### src/design/lob_pkg.sv
// Package for the limit order book matcher.
// Holds the transaction structs, book entry type, command and result codes,
// controller states and the controller/datapath interface structs.
`default_nettype none
package lob_pkg;

    localparam int BOOK_DEPTH = 16;
    localparam int IDX_W      = $clog2(BOOK_DEPTH);
    localparam int CNT_W      = $clog2(BOOK_DEPTH + 1);

    localparam logic [1:0] CMD_SUBMIT = 2'd0;
    localparam logic [1:0] CMD_LIST   = 2'd1;
    localparam logic [1:0] CMD_CANCEL = 2'd2;

    localparam logic [3:0] KIND_ID        = 4'd0;
    localparam logic [3:0] KIND_TRADE     = 4'd1;
    localparam logic [3:0] KIND_DONE      = 4'd2;
    localparam logic [3:0] KIND_DROPPED   = 4'd3;
    localparam logic [3:0] KIND_BUY_LIST  = 4'd4;
    localparam logic [3:0] KIND_SELL_LIST = 4'd5;
    localparam logic [3:0] KIND_LIST_END  = 4'd6;
    localparam logic [3:0] KIND_CANCELLED = 4'd7;
    localparam logic [3:0] KIND_NOT_FOUND = 4'd8;

    localparam logic SIDE_BUY  = 1'b0;
    localparam logic SIDE_SELL = 1'b1;

    typedef struct packed {
        logic [1:0]  cmd;
        logic [13:0] ticker;
        logic [16:0] limit_price;
        logic [15:0] order_quantity;
        logic        side;
        logic [15:0] target_id;
    } t_in;

    typedef struct packed {
        logic [3:0]  kind;
        logic [15:0] order_id;
        logic [15:0] counter_id;
        logic [13:0] entry_stock;
        logic [17:0] entry_price;
        logic [15:0] entry_quantity;
        logic        entry_side;
        logic        last;
    } t_out;

    typedef struct packed {
        logic [15:0] id;
        logic [13:0] stock;
        logic [16:0] price;
        logic [15:0] qty;
    } t_entry;

    typedef enum logic [3:0] {
        ST_IDLE,
        ST_SUB_ID,
        ST_SUB_WALK,
        ST_SUB_FIN,
        ST_SUB_SCAN,
        ST_SUB_INS,
        ST_SUB_DONE,
        ST_SUB_DROP,
        ST_LIST_BUY,
        ST_LIST_SELL,
        ST_LIST_END,
        ST_CAN_BUY,
        ST_CAN_SELL,
        ST_CAN_NF
    } t_state;

    typedef struct packed {
        logic       load;
        logic       book;
        logic       clr;
        logic       inc;
        logic       remove;
        logic       insert;
        logic       fill;
        logic       emit;
        logic [3:0] kind;
        logic       last;
    } t_ctl;

    typedef struct packed {
        logic [1:0] in_cmd;
        logic       qty_zero;
        logic       side;
        logic       in_range;
        logic       crosses;
        logic       stock_eq;
        logic       id_eq;
        logic       ahead;
        logic       rem_zero;
        logic       own_full;
        logic       fill_all;
        logic       out_free;
    } t_sts;

endpackage
`default_nettype wire

### src/design/lob_ctrl.sv
// Controller state machine of the limit order book matcher.
// Sequences submit, list and cancel commands; depends on lob_pkg.
`default_nettype none
module lob_ctrl
    import lob_pkg::*;
(
    input  wire  i_clk,
    input  wire  i_rst_n,
    input  wire  i_in_valid,
    output logic o_in_stall,
    input  t_sts i_sts,
    output t_ctl o_ctl
);

    t_state r_state, n_state;

    always_ff @(posedge i_clk) begin
        if (!i_rst_n) begin
            r_state <= ST_IDLE;
        end else begin
            r_state <= n_state;
        end
    end

    always_comb begin
        n_state    = r_state;
        o_in_stall = 1'b1;
        o_ctl      = '0;
        unique case (r_state)
            ST_IDLE: begin
                o_in_stall = 1'b0;
                if (i_in_valid) begin
                    o_ctl.load = 1'b1;
                    case (i_sts.in_cmd)
                        CMD_SUBMIT: n_state = ST_SUB_ID;
                        CMD_LIST:   n_state = ST_LIST_BUY;
                        CMD_CANCEL: n_state = ST_CAN_BUY;
                        default:    n_state = ST_IDLE;
                    endcase
                end
            end
            ST_SUB_ID: begin
                if (i_sts.out_free) begin
                    o_ctl.emit = 1'b1;
                    o_ctl.kind = KIND_ID;
                    n_state = i_sts.qty_zero ? ST_SUB_DONE : ST_SUB_WALK;
                end
            end
            ST_SUB_WALK: begin
                o_ctl.book = ~i_sts.side;
                if (i_sts.rem_zero || !i_sts.in_range || !i_sts.crosses) begin
                    n_state = ST_SUB_FIN;
                end else if (!i_sts.stock_eq) begin
                    o_ctl.inc = 1'b1;
                end else if (i_sts.out_free) begin
                    o_ctl.emit   = 1'b1;
                    o_ctl.kind   = KIND_TRADE;
                    o_ctl.fill   = 1'b1;
                    o_ctl.remove = i_sts.fill_all;
                    o_ctl.inc    = ~i_sts.fill_all;
                end
            end
            ST_SUB_FIN: begin
                o_ctl.clr = 1'b1;
                if (i_sts.rem_zero) begin
                    n_state = ST_SUB_DONE;
                end else if (i_sts.own_full) begin
                    n_state = ST_SUB_DROP;
                end else begin
                    n_state = ST_SUB_SCAN;
                end
            end
            ST_SUB_SCAN: begin
                o_ctl.book = i_sts.side;
                if (i_sts.in_range && !i_sts.ahead) begin
                    o_ctl.inc = 1'b1;
                end else begin
                    n_state = ST_SUB_INS;
                end
            end
            ST_SUB_INS: begin
                o_ctl.book = i_sts.side;
                if (i_sts.out_free) begin
                    o_ctl.insert = 1'b1;
                    o_ctl.emit   = 1'b1;
                    o_ctl.kind   = KIND_DONE;
                    o_ctl.last   = 1'b1;
                    n_state = ST_IDLE;
                end
            end
            ST_SUB_DONE, ST_SUB_DROP: begin
                if (i_sts.out_free) begin
                    o_ctl.emit = 1'b1;
                    o_ctl.kind = (r_state == ST_SUB_DONE) ? KIND_DONE : KIND_DROPPED;
                    o_ctl.last = 1'b1;
                    n_state = ST_IDLE;
                end
            end
            ST_LIST_BUY, ST_LIST_SELL: begin
                o_ctl.book = (r_state == ST_LIST_SELL);
                if (!i_sts.in_range) begin
                    o_ctl.clr = 1'b1;
                    n_state = (r_state == ST_LIST_BUY) ? ST_LIST_SELL : ST_LIST_END;
                end else if (!i_sts.stock_eq) begin
                    o_ctl.inc = 1'b1;
                end else if (i_sts.out_free) begin
                    o_ctl.emit = 1'b1;
                    o_ctl.kind = (r_state == ST_LIST_BUY) ? KIND_BUY_LIST : KIND_SELL_LIST;
                    o_ctl.inc  = 1'b1;
                end
            end
            ST_LIST_END: begin
                if (i_sts.out_free) begin
                    o_ctl.emit = 1'b1;
                    o_ctl.kind = KIND_LIST_END;
                    o_ctl.last = 1'b1;
                    n_state = ST_IDLE;
                end
            end
            ST_CAN_BUY, ST_CAN_SELL: begin
                o_ctl.book = (r_state == ST_CAN_SELL);
                if (!i_sts.in_range) begin
                    o_ctl.clr = 1'b1;
                    n_state = (r_state == ST_CAN_BUY) ? ST_CAN_SELL : ST_CAN_NF;
                end else if (!i_sts.id_eq) begin
                    o_ctl.inc = 1'b1;
                end else if (i_sts.out_free) begin
                    o_ctl.emit   = 1'b1;
                    o_ctl.kind   = KIND_CANCELLED;
                    o_ctl.last   = 1'b1;
                    o_ctl.remove = 1'b1;
                    n_state = ST_IDLE;
                end
            end
            ST_CAN_NF: begin
                if (i_sts.out_free) begin
                    o_ctl.emit = 1'b1;
                    o_ctl.kind = KIND_NOT_FOUND;
                    o_ctl.last = 1'b1;
                    n_state = ST_IDLE;
                end
            end
            default: n_state = ST_IDLE;
        endcase
    end

endmodule
`default_nettype wire

### config.mk
export PLATFORM = sky130hd
export DESIGN_NAME = lob_ctrl
export DESIGN_NICKNAME = d
export VERILOG_FILES = /design/src/design/lob_pkg.sv /design/src/design/lob_ctrl.sv
export SDC_FILE = /design/constraint.sdc
export NUM_CORES = 1
export LEC_CHECK = 0
export BUFFER_PORTS_ARGS = -buffer_cell sky130_fd_sc_hd__buf_4
export CORE_UTILIZATION = 35
export CTS_CLUSTER_SIZE = 20
export DETAILED_ROUTE_END_ITERATION = 10
export HOLD_SLACK_MARGIN = 0.08
export PLACE_DENSITY = 0.7
export SLEW_MARGIN = 20
export SYNTH_ARGS = -nofsm -noshare
export SYNTH_HDL_FRONTEND = slang
export SYNTH_SLANG_ARGS = --single-unit
### constraint.sdc
create_clock -name i_clk -period 3.6 [get_ports i_clk]
set_clock_uncertainty 0.05 [all_clocks]
set_input_delay 0.18 -clock i_clk [delete_from_list [all_inputs] [get_ports i_clk]]
set_output_delay 0.18 -clock i_clk [all_outputs]
set_load 0.005 [all_outputs]
; Word level (Yosys, flattened, before mapping)
; Index checks and enable logic that the tools add are counted.
[classes]
n_eq_ne = 21
mux = 53
bitwise = 2
reduce_logical = 15
[op_table]
columns = operator, count
row1 = $mux 6, 9
row2 = $pmux 5 s8, 1
row3 = $mux 4, 8
row4 = $pmux 4 s8, 1
row5 = $eq 4x4->1 const B, 6
row6 = $mux 5, 4
row7 = $mux 1, 17
row8 = $eq 4x3->1 const B, 4
row9 = $mux 2, 6
row10 = $pmux 4 s3, 1
row11 = $ne 2x2->1 const B, 5
row12 = $eq 4x2->1 const B, 2
row13 = $pmux 1 s4, 2
row14 = $reduce_or 2->1, 4
row15 = $reduce_and 6->1, 1
row16 = $pmux 1 s5, 1
row17 = $reduce_or 5->1, 1
row18 = $eq 4x1->1 const B, 1
row19 = $logic_not 4->1, 1
row20 = $pmux 1 s2, 2
row21 = $reduce_or 4->1, 1
row22 = $logic_not 1->1, 3
row23 = $mux 3, 1
row24 = $ne 3x3->1 const B, 1
row25 = other kinds (6), 8
[totals]
regBits = 4
input_bits = 16
wordCells = 92

; Logic depth before layout (Yosys ltp)
[logic_depth]
ltp_word = 6
mapped_depth = 7

; Worst setup path before layout
; No wires, ideal clock.
[synth_timing]
path_type = reg2reg
from = reg r_state[3]
to = reg r_state[0]
setup_ps = 92
t_arrival_ps = 1638
required_time_ps = 3458
slack_ps = 1820
stages_incl_launch_ff = 7
n_path_buf = 1
path_cell_list = dfxtp_1 buf_6 nor4bb_1 a41o_1 or4b_4 nand2b_4 o32ai_1
[synth_between]
elab_chain_len = 4
[synth_lines]
columns = item, line_no
row1 = "start, declared", lob_ctrl.sv:15  ; t_state r_state, n_state;
row2 = "start signal, assigned", lob_ctrl.sv:21  ; r_state <= n_state;
row3 = $eq 4x4->1 (on tied branches), "lob_ctrl.sv:29, lob_ctrl.sv:124, lob_ctrl.sv:103"
row4 = "$mux 1, or another cell as far along", lob_ctrl.sv:124  ; n_state = (r_state == ST_CAN_BUY) ? ST_CAN_SELL : ST_CAN_NF;
row5 = "$mux 4, or another cell as far along", lob_ctrl.sv:122  ; if (!i_sts.in_range) begin
row6 = $pmux 4 s8 or $reduce_and 6->1 (tied branches), --
; Parallel ways exist; a longest one is shown, timed or not. The select of a mux whose other input is x is not followed.
; A chain may end at the register's enable or synchronous reset.

==> flow_metrics.py <==
metrics = {
    "status": {
        "status": "complete, no violations",
    },
    "synth": {
        "ys_async_sr_fraction": 0,
        "syn_nets": 142,
        "seq_area_frac_synth": 0.102,
        "synth.cell_area_um2": 787,
        "syn_area_per_cell_um2": 6.40,
        "synth_edf_count": 0,
        "yosysWarnings": 0,
        "ys_seq_elements": 4,
        "ys.flop_type": "dfxtp_1",
        "ys_types": 45,
        "synth_cells": 123,
    },
    "placement": {
        "port_buffers": 29,
        "place.gp.congestion": 0.927,
        "dpl.hpwl_mm": 1.65,
        "dpl_worst_slack_ns": 1.24,
    },
    "floorplanning": {
        "fp.dieArea_um2": 2440,
        "chipWidth_um": 49.4,
        "io_pins": 30,
        "core_um2": 2040,
        "die_h_um": 49.4,
        "rows": 16,
        "start_util": 0.385,
    },
    "global_routing": {
        "overflow": 0,
        "grt_pass1_vias": 802,
        "grt_util_all_layers": 0.186,
        "antenna_found_initial": 0,
        "grt_pass1_wl_mm": 3.68,
        "grt_max_degree": 27,
    },
    "clock_network": {
        "cts_sinks": 4,
        "cts_buffer_depth": 2,
        "clkLatencyLatePin_ns": 0.24,
        "numCtsBuffers": 3,
        "cts_tree": "done",
        "path_clk_slew_ns": 0.04,
        "cts_hold_buf": 0,
        "cts_resized": 0,
        "postCtsSetupRepairBufs": 0,
        "htree_levels": 1,
        "cts-root-buf": "clkbuf_4",
    },
    "sta": {
        "fin_crit_ns": 2.47,
        "setup_violations": 0,
        "timing.final.crit_share": 0.685,
        "timing.fmax_mhz": 405,
        "rsz0062_at_grt": "no",
        "hold_violations": 0,
        "fin_ws_ns": 1.13,
        "slew_headroom": 0.485,
        "slew_violations": 0,
        "worst_slew_pin_slew_ns": 0.771,
        "setup_tns_ns": 0,
    },
    "route": {
        "vias": 992,
        "vias_per_cell": 5.77,
        "routedWlPerCell_um": 12.8,
        "totalWireLength_mm": 2.20,
        "ant_nets": 0,
        "route.detailed.drc": 0,
        "drt_iter0_drc": 25,
        "drt-pass1-iter-count": 4,
    },
    "power_and_ir_drop": {
        "power_density_nw_per_um2": 655,
        "cellLeakagePower_uw": 0.000469,
        "peakVddDrop_mv": 0.285,
    },
    "finish": {
        "syn2layout_area_growth_pct": 28.3,
        "top_register": "r_state",
        "diodes": 0,
        "nets": 166,
        "final_cell_mix": "buf_4, nand2_1, nor2_1",
        "largest_register_ffs": 4,
        "final_common_cell": "buf_4",
        "top_regs": "r_state: 4 flops",
        "drive_gt1_frac": 0.241,
    },
    "worst_setup_path": {
        "start_kind": "flop",
        "endpoint_kind": "output pin",
        "cp_max_fo": 26,
        "crit_required_ns": 3.37,
        "crit_arrival_ns": 2.24,
        "r2r_setup_slack_ns": 1.21,
        "critical_path_class": "flop to output pin",
    },
    "min_path": {
        "hp-class": "primary input to flop",
    },
    "run": {
        "maxCapViolCount": 0,
    },
}
## cell usage after synthesis, drive strengths merged, types with 3 or more instances
cell    instances  area (um^2)
a21oi          11         55.1
clkbuf          5         18.8
nand2          15         56.3
o21ai           9         45.0
nor2b           3         18.8
o32ai           3         26.3
a211oi          3         22.5
dfxtp           4         80.1
nor2           12         45.0
nand2b          5         38.8
buf             5         32.5
nor3            4         20.0
inv             8         30.0
ha              3         37.5
## worst paths after layout
kind	start	endpoint	cells past startpoint
worst max-delay path	r_state[2]	o_ctl[5]	6
worst min-delay path	i_rst_n	r_state[3]	2
worst max register to register	r_state[2]	r_state[0]	5
worst min register to register	r_state[0]	r_state[0]	2
## critical path, cell delays in order, from the launching register on
cell,delay (ns)
dfxtp_1,0.81
or3b_1,0.45
a21oi_1,0.17
o21ai_0,0.13
a21oi_1,0.22
a211o_1,0.12
buf_4,0.10
## layer usage
metal | vias up | routed length (um) | global-route usage
met5 | - | 0 | 0
met4 | 0 | 15 | 0.0429
met3 | 2 | 179 | 0.00935
met2 | 43 | 993 | 0.297
met1 | 453 | 1010 | 0.271
li1 | 494 | - | -
## area by class of cell
| type | count | area (um^2) |
|---|---|---|
| flip-flops and latches | 4 | 80.1 |
| inverters | 8 | 30.0 |
| multi-input cells | 101 | 626 |
| well taps | 27 | 33.8 |
| fillers | 229 | 1030 |
| repair buffers | 29 | 218 |
| clock buffers | 3 | 22.5 |
## power breakdown
group	internal [uW]	switching, uW
clock	37.5	20.7
combinational	231	206
sequential	64.3	102
total	333	328
## logic make-up (layout without fill, tap and decap cells)
group,count (synthesis),after routing,synth area share
buffers and inverters,18,40,0.103
adders and majority gates,3,3,0.0477
xor gates and xnor gates,1,1,0.0111
muxes,1,1,0.0127
DFF,4,4,0.102
and+or+nand+nor,56,56,0.393
AOI/OAI and AO/OA,40,40,0.331
## per-stage QoR
step / cells / util / area (um^2) / power [uW] / hold WS (ns)
after global routing: 172 / 0.494 / 1010 / 723 / 0.190
after global placement: 169 / 0.483 / 987 / 599 / 0.409
after floorplan: 123 / - / 787 / 472 / 0.258
after CTS: 172 / 0.494 / 1010 / 659 / 0.159
final: 172 / 0.494 / 1010 / 661 / 0.161
after detailed placement: 169 / 0.483 / 987 / 598 / 0.404
No activity file was read; power rests on OpenSTA's default activity.
